<file path="src/design/ijh_pkg.sv">
// Shared types and constants for the interval jitter histogram.
package ijh_pkg;

    localparam int          BINS_DEF     = 64;
    localparam logic [31:0] PERIOD_RESET = 32'd80000;
    localparam int          JIT_W        = 30;

    typedef enum logic {
        FUNC_EVENT = 1'b0,
        FUNC_READ  = 1'b1
    } t_func;

    typedef struct packed {
        t_func       func;
        logic [31:0] timestamp;
        logic [5:0]  bin_index;
    } t_ijh_in;

    typedef struct packed {
        logic [JIT_W-1:0] jitter;
        logic             jitter_valid;
        logic [JIT_W-1:0] max_jitter;
        logic [31:0]      bin_count;
    } t_ijh_out;

endpackage

</file>
<file path="src/design/ijh_ram.sv">
// Generic single-write, single-read RAM with registered read data.
module ijh_ram #(
    parameter int WIDTH = 32,
    parameter int DEPTH = 64
) (
    input  logic                     i_clk,
    input  logic                     i_we,
    input  logic [$clog2(DEPTH)-1:0] i_waddr,
    input  logic [WIDTH-1:0]         i_wdata,
    input  logic                     i_re,
    input  logic [$clog2(DEPTH)-1:0] i_raddr,
    output logic [WIDTH-1:0]         o_rdata
);
    logic [WIDTH-1:0] r_mem [DEPTH];
    logic [WIDTH-1:0] r_rdata;

    always_ff @(posedge i_clk) begin
        if (i_we) begin
            r_mem[i_waddr] <= i_wdata;
        end
        // read returns the old contents on a same-address write
        if (i_re) begin
            r_rdata <= r_mem[i_raddr];
        end
    end

    assign o_rdata = r_rdata;

endmodule

</file>
<file path="src/design/interval_jitter_histogram_top.sv">
// Interval jitter histogram: top level with measurement pipeline and bin RAM.
//
// Input channel (i_valid / o_stall / i_data) carries event and read items;
// a transaction completes on a rising edge with valid high and stall low.
// An event (func = FUNC_EVENT) takes the interval since the previous event,
// forms |interval - period|, rounds and divides by 8, tracks the maximum and
// bumps one histogram bin (the last bin collects everything beyond it).
// The first event after reset only records its timestamp. A read
// (func = FUNC_READ) returns one bin count; reads beyond the bins give 0.
// Every item gives exactly one result on o_valid / i_stall / o_data.
// Throughput: one item per cycle while the receiver does not stall; the bin
// count is read from the bin RAM as an item leaves stage 1 and written back as
// it leaves stage 2 (forwarding covers back-to-back hits on the same bin).
// When i_stall holds a result, the pipeline keeps filling and o_stall rises
// once all three stages are full.
// After reset the bin RAM is swept to zero, one bin per cycle, with o_stall
// high meanwhile. period (i_cfg_we / i_cfg_wdata) resets to 80000 and may be
// written any time the block is idle.
module interval_jitter_histogram_top #(
    parameter int BINS = ijh_pkg::BINS_DEF
) (
    input  logic             i_clk,
    input  logic             i_rst_n,
    input  logic             i_cfg_we,
    input  logic [31:0]      i_cfg_wdata,
    input  logic             i_valid,
    output logic             o_stall,
    input  ijh_pkg::t_ijh_in i_data,
    output logic             o_valid,
    input  logic             i_stall,
    output ijh_pkg::t_ijh_out o_data
);
    import ijh_pkg::*;

    localparam int            AW       = $clog2(BINS);
    localparam logic [AW-1:0] LAST_BIN = AW'(BINS - 1);

    // config and event history
    logic [31:0]      r_period;
    logic [31:0]      r_last;
    logic             r_seen;
    logic [JIT_W-1:0] r_max;

    // clearing sweep
    logic             r_clr_busy;
    logic [AW-1:0]    r_clr_addr;

    // stage 1: deviation
    logic             r_s1_v;
    t_func            r_s1_func;
    logic             r_s1_meas;
    logic [31:0]      r_s1_dev;
    logic [5:0]       r_s1_idx;

    // stage 2: RAM data back
    logic             r_s2_v;
    t_func            r_s2_func;
    logic             r_s2_meas;
    logic [JIT_W-1:0] r_s2_jit;
    logic [AW-1:0]    r_s2_addr;
    logic             r_s2_inrange;

    // output register
    logic             r_out_v;
    t_ijh_out         r_out;

    // last RAM write, for forwarding
    logic             r_fwd_v;
    logic [AW-1:0]    r_fwd_addr;
    logic [31:0]      r_fwd_data;

    logic             w_out_adv, w_s2_adv, w_s2_free, w_s1_adv, w_s1_free, w_in_acc;
    logic [31:0]      w_interval;
    logic [31:0]      n_s1_dev;
    logic [JIT_W-1:0] n_s2_jit;
    logic [AW-1:0]    w_bin;
    logic [AW-1:0]    n_s2_addr;
    logic             n_s2_inrange;
    logic [31:0]      w_rdata;
    logic             w_hit;
    logic [31:0]      w_cur;
    logic [JIT_W-1:0] n_max;
    t_ijh_out         n_out;
    logic             w_we;
    logic [AW-1:0]    w_waddr;
    logic [31:0]      w_wdata;

    // pipeline flow
    assign w_out_adv = !r_out_v || !i_stall;
    assign w_s2_adv  = r_s2_v && w_out_adv;
    assign w_s2_free = !r_s2_v || w_out_adv;
    assign w_s1_adv  = r_s1_v && w_s2_free;
    assign w_s1_free = !r_s1_v || w_s2_free;
    assign o_stall   = r_clr_busy || !w_s1_free;
    assign w_in_acc  = i_valid && !o_stall;

    // stage 0: modular interval and absolute deviation from period
    always_comb begin
        w_interval = i_data.timestamp - r_last;
        if (w_interval > r_period) begin
            n_s1_dev = w_interval - r_period;
        end else begin
            n_s1_dev = r_period - w_interval;
        end
    end

    // stage 1: round, divide by 8, pick the bin
    always_comb begin
        n_s2_jit = JIT_W'((33'(r_s1_dev) + 33'd4) >> 3);
        if (n_s2_jit >= JIT_W'(BINS - 1)) begin
            w_bin = LAST_BIN;
        end else begin
            w_bin = AW'(n_s2_jit);
        end
        n_s2_addr    = (r_s1_func == FUNC_READ) ? AW'(r_s1_idx) : w_bin;
        n_s2_inrange = {26'd0, r_s1_idx} < 32'(BINS);
    end

    ijh_ram #(
        .WIDTH (32),
        .DEPTH (BINS)
    ) u_ram (
        .i_clk   (i_clk),
        .i_we    (w_we),
        .i_waddr (w_waddr),
        .i_wdata (w_wdata),
        .i_re    (w_s1_adv),
        .i_raddr (n_s2_addr),
        .o_rdata (w_rdata)
    );

    // stage 2: count update and result
    always_comb begin
        w_hit = r_fwd_v && (r_fwd_addr == r_s2_addr);
        w_cur = w_hit ? r_fwd_data : w_rdata;
        n_max = (r_s2_meas && (r_s2_jit > r_max)) ? r_s2_jit : r_max;

        n_out.jitter       = r_s2_meas ? r_s2_jit : '0;
        n_out.jitter_valid = r_s2_meas;
        n_out.max_jitter   = n_max;
        n_out.bin_count    = ((r_s2_func == FUNC_READ) && r_s2_inrange) ? w_cur : 32'd0;

        w_we    = r_clr_busy || (w_s2_adv && r_s2_meas);
        w_waddr = r_clr_busy ? r_clr_addr : r_s2_addr;
        w_wdata = r_clr_busy ? 32'd0 : (w_cur + 32'd1);
    end

    always_ff @(posedge i_clk) begin
        if (!i_rst_n) begin
            r_period   <= PERIOD_RESET;
            r_last     <= '0;
            r_seen     <= 1'b0;
            r_max      <= '0;
            r_clr_busy <= 1'b1;
            r_clr_addr <= '0;
            r_s1_v     <= 1'b0;
            r_s2_v     <= 1'b0;
            r_out_v    <= 1'b0;
            r_fwd_v    <= 1'b0;
        end else begin
            if (i_cfg_we) begin
                r_period <= i_cfg_wdata;
            end
            if (r_clr_busy) begin
                if (r_clr_addr == LAST_BIN) begin
                    r_clr_busy <= 1'b0;
                end else begin
                    r_clr_addr <= r_clr_addr + AW'(1);
                end
            end
            if (w_in_acc && (i_data.func == FUNC_EVENT)) begin
                r_last <= i_data.timestamp;
                r_seen <= 1'b1;
            end
            if (w_s2_adv) begin
                r_max <= n_max;
            end
            if (w_we) begin
                r_fwd_v <= 1'b1;
            end
            r_s1_v  <= w_in_acc || (r_s1_v && !w_s1_adv);
            r_s2_v  <= w_s1_adv || (r_s2_v && !w_s2_adv);
            r_out_v <= w_s2_adv || (r_out_v && i_stall);
        end
    end

    // payload registers
    always_ff @(posedge i_clk) begin
        if (w_in_acc) begin
            r_s1_func <= i_data.func;
            r_s1_meas <= (i_data.func == FUNC_EVENT) && r_seen;
            r_s1_dev  <= n_s1_dev;
            r_s1_idx  <= i_data.bin_index;
        end
        if (w_s1_adv) begin
            r_s2_func    <= r_s1_func;
            r_s2_meas    <= r_s1_meas;
            r_s2_jit     <= n_s2_jit;
            r_s2_addr    <= n_s2_addr;
            r_s2_inrange <= n_s2_inrange;
        end
        if (w_s2_adv) begin
            r_out <= n_out;
        end
        if (w_we) begin
            r_fwd_addr <= w_waddr;
            r_fwd_data <= w_wdata;
        end
    end

    assign o_valid = r_out_v;
    assign o_data  = r_out;

    // pipeline stays empty throughout the clearing sweep
    a_clr_empty: assert property (@(posedge i_clk) disable iff (!i_rst_n)
        r_clr_busy |-> (!r_s1_v && !r_s2_v && !r_out_v))
        else $error("item in flight during bin clearing");

    // the running maximum never falls below the jitter it reports with
    a_max_ge: assert property (@(posedge i_clk) disable iff (!i_rst_n)
        (r_out_v && r_out.jitter_valid) |-> (r_out.max_jitter >= r_out.jitter))
        else $error("max_jitter below jitter");

    // a bin is only incremented by a measured event leaving stage 2
    a_we_src: assert property (@(posedge i_clk) disable iff (!i_rst_n)
        (w_we && !r_clr_busy) |-> (r_s2_v && r_s2_meas && (r_s2_func == FUNC_EVENT)))
        else $error("bin write without a measured event");

    // results only appear after the sweep has finished
    a_out_after_clr: assert property (@(posedge i_clk) disable iff (!i_rst_n)
        $rose(r_out_v) |-> !$past(r_clr_busy, 3))
        else $error("result produced during clearing");

endmodule

</file>
<file path="config.mk">
export PLATFORM = sky130hd
export DESIGN_NAME = interval_jitter_histogram_top
export DESIGN_NICKNAME = d
export VERILOG_FILES = /design/src/design/ijh_pkg.sv /design/src/design/ijh_ram.sv /design/src/design/interval_jitter_histogram_top.sv
export SDC_FILE = /design/constraint.sdc
export NUM_CORES = 2
export LEC_CHECK = 0
export BUFFER_PORTS_ARGS = -buffer_cell sky130_fd_sc_hd__buf_4
export CORE_UTILIZATION = 30
export DETAILED_ROUTE_END_ITERATION = 8
export HOLD_SLACK_MARGIN = 0.08
export PLACE_DENSITY = 0.54
export SETUP_SLACK_MARGIN = 0.4
export SYNTH_ARGS = -nofsm -noshare
export SYNTH_HDL_FRONTEND = slang
export SYNTH_SLANG_ARGS = --single-unit
</file>
<file path="constraint.sdc">
create_clock -name i_clk -period 14.8 [get_ports i_clk]
set_input_delay 2.96 -clock i_clk [delete_from_list [all_inputs] [get_ports i_clk]]
set_output_delay 2.96 -clock i_clk [all_outputs]
set_load 0.02 [all_outputs]
</file>
# Word-level counts from Yosys, hierarchy flattened
# Memories as Yosys holds them, arrays and structs flattened. A register that Yosys moved wholly into a read port is not among the register bits.
# Index checks and enable logic that the tools add are counted.
dict set report totals {
  regBits 315
  ram_bits 2048
  out_inout_bits 95
  mem_count 1
}
dict set report classes {
  add_sub_neg 6
  magnitude_cmp 3
  n_eq_ne 2
  muxes 11
  bitwise_logic 2
  n_reduce_logical 28
}
# memory depth word_bits read_ports rd_ports_with_merged_regs wr line
set mem_list {}
lappend mem_list {u_ram.r_mem 64 32 1 1 1 ijh_ram.sv:14} ;# logic [WIDTH-1:0] r_mem [DEPTH];
# cell n
set ops {}
lappend ops {{$mux W32} 3}
lappend ops {{$sub A32 B32 Y32} 3}
lappend ops {{$add A32 B3 Y33 const B} 1}
lappend ops {{$add A32 B1 Y32 const B} 1}
lappend ops {{$gt A32 B32 Y1} 1}
lappend ops {{$ge A30 B6 Y1 const B} 1}
lappend ops {{$gt A30 B30 Y1} 1}
lappend ops {{$mux W30} 1}
lappend ops {{$mux W6} 3}
lappend ops {{$logic_and A1 B1 Y1} 11}
lappend ops {{$logic_not A1 Y1} 8}
lappend ops {{$logic_or A1 B1 Y1} 8}
lappend ops {{$add A6 B1 Y6 const B} 1}
lappend ops {{$eq A6 B6 Y1} 1}
lappend ops {{$eq A6 B6 Y1 const B} 1}
lappend ops {{$mux W1} 4}
lappend ops {{$not A1 Y1} 2}
lappend ops {{$reduce_and A2 Y1} 1}

# Longest topological paths before layout
dict set report depth {
  depth_word 9
  mapped_depth 31
  mapped_depth_nobuf 29
}

# Modules after synthesis
# Synthesis repeated with hierarchy kept, for this count alone.
dict set report hier_totals {
  cells_unflattened 5274
  hier_area_um2 97846.3
}
# module instances cells_per_inst area_per_inst_um2 seq_area_each_um2
set by_module_without_submodules {}
lappend by_module_without_submodules {ijh_ram 1 3324 78835.6 62459.9}
lappend by_module_without_submodules {interval_jitter_histogram_top 1 1950 19010.7 8338.0}

# Least setup slack after synthesis
# Ideal clock, no wire load.
dict set report synth_timing {
  path_kind {input -> register}
  start {input port i_stall}
  end {memory u_ram.r_mem[8][0] (enable)}
  setup_ps 421
  arrival_time_ps 13098
  t_required_ps 14379
  slack_ps 1280
  cell_stages 5
  n_path_buf 0
  path_cell_list {a21boi_0 a21o_1 nor2b_1 nand2_1 nor2_1}
}
dict set report synth_via {
  elab_chain_len 7
}
# item line
set synth_lines {}
lappend synth_lines {{from (decl)} interval_jitter_histogram_top.sv:30} ;# input logic i_stall,
lappend synth_lines {{$logic_not A1 Y1} interval_jitter_histogram_top.sv:89} ;# assign w_out_adv = !r_out_v || !i_stall;
lappend synth_lines {{$logic_or A1 B1 Y1} interval_jitter_histogram_top.sv:89}
lappend synth_lines {{$logic_and A1 B1 Y1} interval_jitter_histogram_top.sv:90} ;# assign w_s2_adv = r_s2_v && w_out_adv;
lappend synth_lines {{$logic_and A1 B1 Y1} interval_jitter_histogram_top.sv:143} ;# w_we = r_clr_busy || (w_s2_adv && r_s2_meas);
lappend synth_lines {{$logic_or A1 B1 Y1} interval_jitter_histogram_top.sv:143}
lappend synth_lines {{net u_ram.i_we} ijh_ram.sv:7} ;# input logic i_we,
lappend synth_lines {{$mux W1} ijh_ram.sv:18} ;# if (i_we) begin
lappend synth_lines {{$mux W1 (implied by the code)} ijh_ram.sv:19} ;# r_mem[i_waddr] <= i_wdata;
lappend synth_lines {{to (decl)} ijh_ram.sv:14}
# The timed path passes the listed nets, and every way through them passes these cells.

# Worst setup path in the final report
dict set report layout_timing {
  start {input port i_data[6] (netlist bit)}
  end {register r_s1_dev[28] (data pin)}
}
dict set report layout_via {
  elab_chain_len 3
}
# item line
set layout_lines {}
lappend layout_lines {{from (decl)} interval_jitter_histogram_top.sv:28} ;# input ijh_pkg::t_ijh_in i_data,
lappend layout_lines {{$sub A32 B32 Y32 (*)} interval_jitter_histogram_top.sv:99} ;# w_interval = i_data.timestamp - r_last;
lappend layout_lines {{$sub A32 B32 Y32, or another cell as far along} interval_jitter_histogram_top.sv:103} ;# n_s1_dev = r_period - w_interval;
lappend layout_lines {{$mux W32 (*)} interval_jitter_histogram_top.sv:100} ;# if (w_interval > r_period) begin
lappend layout_lines {{net n_s1_dev[28]} interval_jitter_histogram_top.sv:74} ;# logic [31:0] n_s1_dev;
lappend layout_lines {{to (signal assigned)} interval_jitter_histogram_top.sv:192} ;# r_s1_dev <= n_s1_dev;
lappend layout_lines {{to (decl)} interval_jitter_histogram_top.sv:52} ;# logic [31:0] r_s1_dev;
# Mark *: on every way through the listed nets, which the timed path passes. The rest lies on a longest branch.
# A chain may end at the register's enable or synchronous reset.

==> run summary <==
By startpoint and endpoint, the worst setup path is classified as in2reg. The average vias per placed instance is 5.26. The leading register cell type out of synthesis was sky130_fd_sc_hd__edfxtp_1. The terminus of the critical flop-to-flop path is r_s1_dev[28]. The number of post-CTS setup repair buffers was 0. For this design, the CTS-stage hold fixing added 0 buffers. The clock-pin slew of the registers on the worst-case setup and hold paths is 70 ps. The kind of end point of the critical path is a flop. IR analysis of the VDD net gives a maximum drop of 0.0942 mV.

At the pin with the least slew margin, the transition time is 1190 ps. The count of nets left with antenna violations once routing finished came out at 0. The detailed router placed 64064 vias in this run. For hold timing, the worst endpoint is r_s2_meas. The worst hold path passes through 0 cells. Counting flops with a built-in enable in the synthesized netlist gives 2287.

The estimated wirelength of the detail-placed design was 194000 um; the gate count of the mapped netlist was 7461. The final critical-path required period was 10430 ps; the H-tree depth was 4. The most used standard cell by instance count after synthesis was sky130_fd_sc_hd__edfxtp_1. The total wirelength of the detailed-routed design was 322000 um. The share of the yosys chip area belonging to registers was 70.8%. In this run the standard cell core region covers 0.331 mm^2.

The tools report the final worst setup slack as 4370 ps. The finished cells cover 0.115 mm^2. The die is 579 um wide. In the synthesized netlist the async set-or-reset flop fraction comes to 0%. The number of nets handed over by synthesis was 7665. The final number of hold-violating endpoints is 0. After synthesis the cells add up to 0.0999 mm^2. In this run the mean area of a mapped cell was 13.4 um^2.

Yosys attributes the largest share of cell area to sky130_fd_sc_hd__edfxtp_1 (69%), sky130_fd_sc_hd__nand2_1 (5.5%), sky130_fd_sc_hd__mux2i_1 (3.8%). The number of primary I/O pins was 171; the maximum number of buffers from clock root to sink was 4. Summed over all cells, the static leakage comes to 40.6 nW.

Entering global routing, the biggest net connects 157 pins. The total count of max-transition violations in the final report was 0. STA puts the critical path data required time at 15400 ps. Counting distinct cell types in the post-synthesis netlist gives 87. In this run the critical register-to-register path is launched from r_last[0]. The maximum achievable frequency was 95.9 MHz.

The tools report the accumulated negative setup slack as 0 ps. The ratio of cells with drive above 1 in the final layout came out at 11.5%. The master cell of the clock root buffer is sky130_fd_sc_hd__clkbuf_16. sky130_fd_sc_hd__edfxtp_1 takes more of the synthesized area than any other cell. The total overflow left after global routing is 0. For the post-cts resize count, the log shows 0. In this run the worst hold path is classified as reg2reg. For the remaining routing DRC violations, the log shows 0. TritonCTS built the clock tree. In this run the most critical hold path is launched from r_s1_meas. The top cell type by area accounts for 68.7% of the synthesized area. The area added between synthesis and finish came out at 14.9%. Before CTS, the worst setup slack after placement is 3760 ps.

The number of cells on the worst reg-to-reg path is 28. The flow ran to the end, and the final reports show no timing, DRC or antenna violations. The tree built by TritonCTS fans out to 2393 sinks.

At the later pin of the worst-skew pair, clock insertion delay measures 940 ps. Slowest library cell on the worst path: sky130_fd_sc_hd__a2111oi_0. The tools report the number of antenna violations at the first check in global routing as 21. Of the available clock period, the critical path in the final layout requires 70.5%. Across the run, the number of max-cap violations was 0. The layout has 31730 filler cells. By count the netlist is led by sky130_fd_sc_hd__edfxtp_1 (2287), sky130_fd_sc_hd__nand2_1 (1465), sky130_fd_sc_hd__nand3_1 (464). The tools report the placed instance area as 0.107 mm^2. Final total power: 13.7 mW. The total die area is 0.335 mm^2. At the end of routability-driven placement, the weighted congestion stood at 0.880. Once the floorplan was initialized, standard cells occupied 30.2% of the core. The number of global-route vias before repair is 61177. For this design the ratio of total power to cell area is 120 mW/mm^2.

Before antenna repair, the detailed router went through 5 iterations. For the final database, setup skew stands at 93.6 ps. In this run the worst path has a maximum fanout of 31. Setup repair after global routing left no endpoint under its margin. The maximum cell stage delay along the critical path was 670 ps; the number of buffers created by CTS was 243. The count of input and output buffers was 170. Counting flops and latches in the post-synthesis netlist gives 2393. Setup violations remaining at the end of the flow were counted as 0. The first global-routing pass estimated 454000 um of wire. Hold timing on the final database bottoms out at a slack of 443 ps. At the end of the flow, the number of nets in the layout was 7834. Data on the critical path arrives at its endpoint at 11030 ps. STA classifies the critical path startpoint as an input port. The logs give 0 for the count of yosys warnings during synthesis and 6300 ps for the reg-to-reg setup timing slack. The aggregate global-route resource usage is 18.7%. Relative slew slack: 19.3%. The number of placement rows was 211; the height of the die was 579 um.

The routed wire length per instance is 26.4 um, and the number of design-rule violations left by the first detailed-router iteration is 7261.
[final cells by class]
cell class / instances / area (um^2) / share of cell area, %
tap: 4366 / 5460 / 4.76
multi-input combinational: 4463 / 27500 / 24.0
sequential: 2393 / 70800 / 61.7
antenna: 12 / 30.0 / 0.0262
clock inverter: 131 / 1120 / 0.974
timing repair buffer: 355 / 2750 / 2.40
inverter: 174 / 677 / 0.590
clock buffer: 297 / 6450 / 5.62
[flip-flops by register name, summed over array words and instances (netlist names)]
signal	count
r_fwd_data	32
r_s1_idx	6
r_s2_v	1
r_fwd_v	1
r_seen	1
o_valid	1
u_ram.o_rdata	32
r_s2_jit	30
r_fwd_addr	6
r_s2_meas	1
r_clr_busy	1
r_period	32
r_s1_dev	30
u_ram.r_mem	2048
o_data	93
r_clr_addr	6
r_s2_func	1
r_s1_func	1
r_last	32
r_s1_v	1
r_max	30
r_s1_meas	1
r_s2_addr	6
[report_power, final]
group          switching (mW)  total [mW]  leakage [nW]  internal (mW)
logic                   0.250       0.398          13.3          0.147
registers              0.0133        7.37          23.7           7.36
clock network            2.61        5.98          3.70           3.37
total                    2.87        13.7          40.6           10.9
[per-layer routing]
layer / vias up / global-route usage (%) / part of all wire (%)
met1: 32747 / 25.3 / 42
met5: - / 0 / 0.011
li1: 28263 / - / -
met3: 517 / 2.82 / 7.2
met4: 6 / 7.46 / 4.3
met2: 2531 / 30.0 / 46
[worst max-delay path by stage]
| stage | to | start | cells past startpoint |
|---|---|---|---|
| CTS | r_s1_dev[31] | i_data[6] | 30 |
| detailed placement | r_s1_dev[31] | i_data[6] | 30 |
| floorplan | u_ram.r_mem[8][0] | i_stall | 5 |
| global route | r_s1_dev[28] | i_data[6] | 30 |
| global placement | r_s1_dev[28] | i_data[6] | 30 |
| finish | r_s1_dev[28] | i_data[6] | 30 |
[through the flow]
stage / util [%] / cells
5_1_grt: 34.7 / 12185
6_report: 34.7 / 12191
3_5_place_dp: 32.4 / 11751
2_1_floorplan: - / 7461
4_1_cts: 34.7 / 12179
3_3_place_gp: 32.4 / 11751
[cells in the final DEF, fill, tap and decap left out, types with 101 or more instances in the layout]
master and n:
sky130_fd_sc_hd__a21oi_1 379, sky130_fd_sc_hd__a31oi_1 118, sky130_fd_sc_hd__buf_4 348, sky130_fd_sc_hd__clkbuf_16 249, sky130_fd_sc_hd__dfxtp_1 105, sky130_fd_sc_hd__edfxtp_1 2287, sky130_fd_sc_hd__ha_1 127, sky130_fd_sc_hd__inv_1 169
sky130_fd_sc_hd__mux2i_1 384, sky130_fd_sc_hd__nand2_1 1464, sky130_fd_sc_hd__nand3_1 463, sky130_fd_sc_hd__nand4_1 109, sky130_fd_sc_hd__nor2_1 101, sky130_fd_sc_hd__nor2_4 102, sky130_fd_sc_hd__o21ai_0 115
[critical path: cells and delay by family]
family | cells | cell delay, ps
AND/OR/NAND/NOR | 2 | 320
adder cells (fa/ha/maj) | 3 | 990
buffers and inverters | 5 | 910
multiplexers | 1 | 430
XOR/XNOR | 2 | 310
AO/OA/AOI/OAI | 17 | 5090
[logic make-up (layout without fill, tap and decap cells)]
group | count (synthesis) | count (layout) | share of synthesized area [%]
adders and majority gates | 128 | 128 | 1.61
and+or+nand+nor | 2537 | 2537 | 11.2
muxes | 450 | 450 | 4.59
xor gates and xnor gates | 120 | 120 | 1.05
buffers and inverters | 605 | 957 | 2.49
other | 0 | 12 | 0
DFF | 2393 | 2393 | 70.8
AOI/OAI and AO/OA | 1228 | 1228 | 8.24
(Power assumes the default switching activity.)
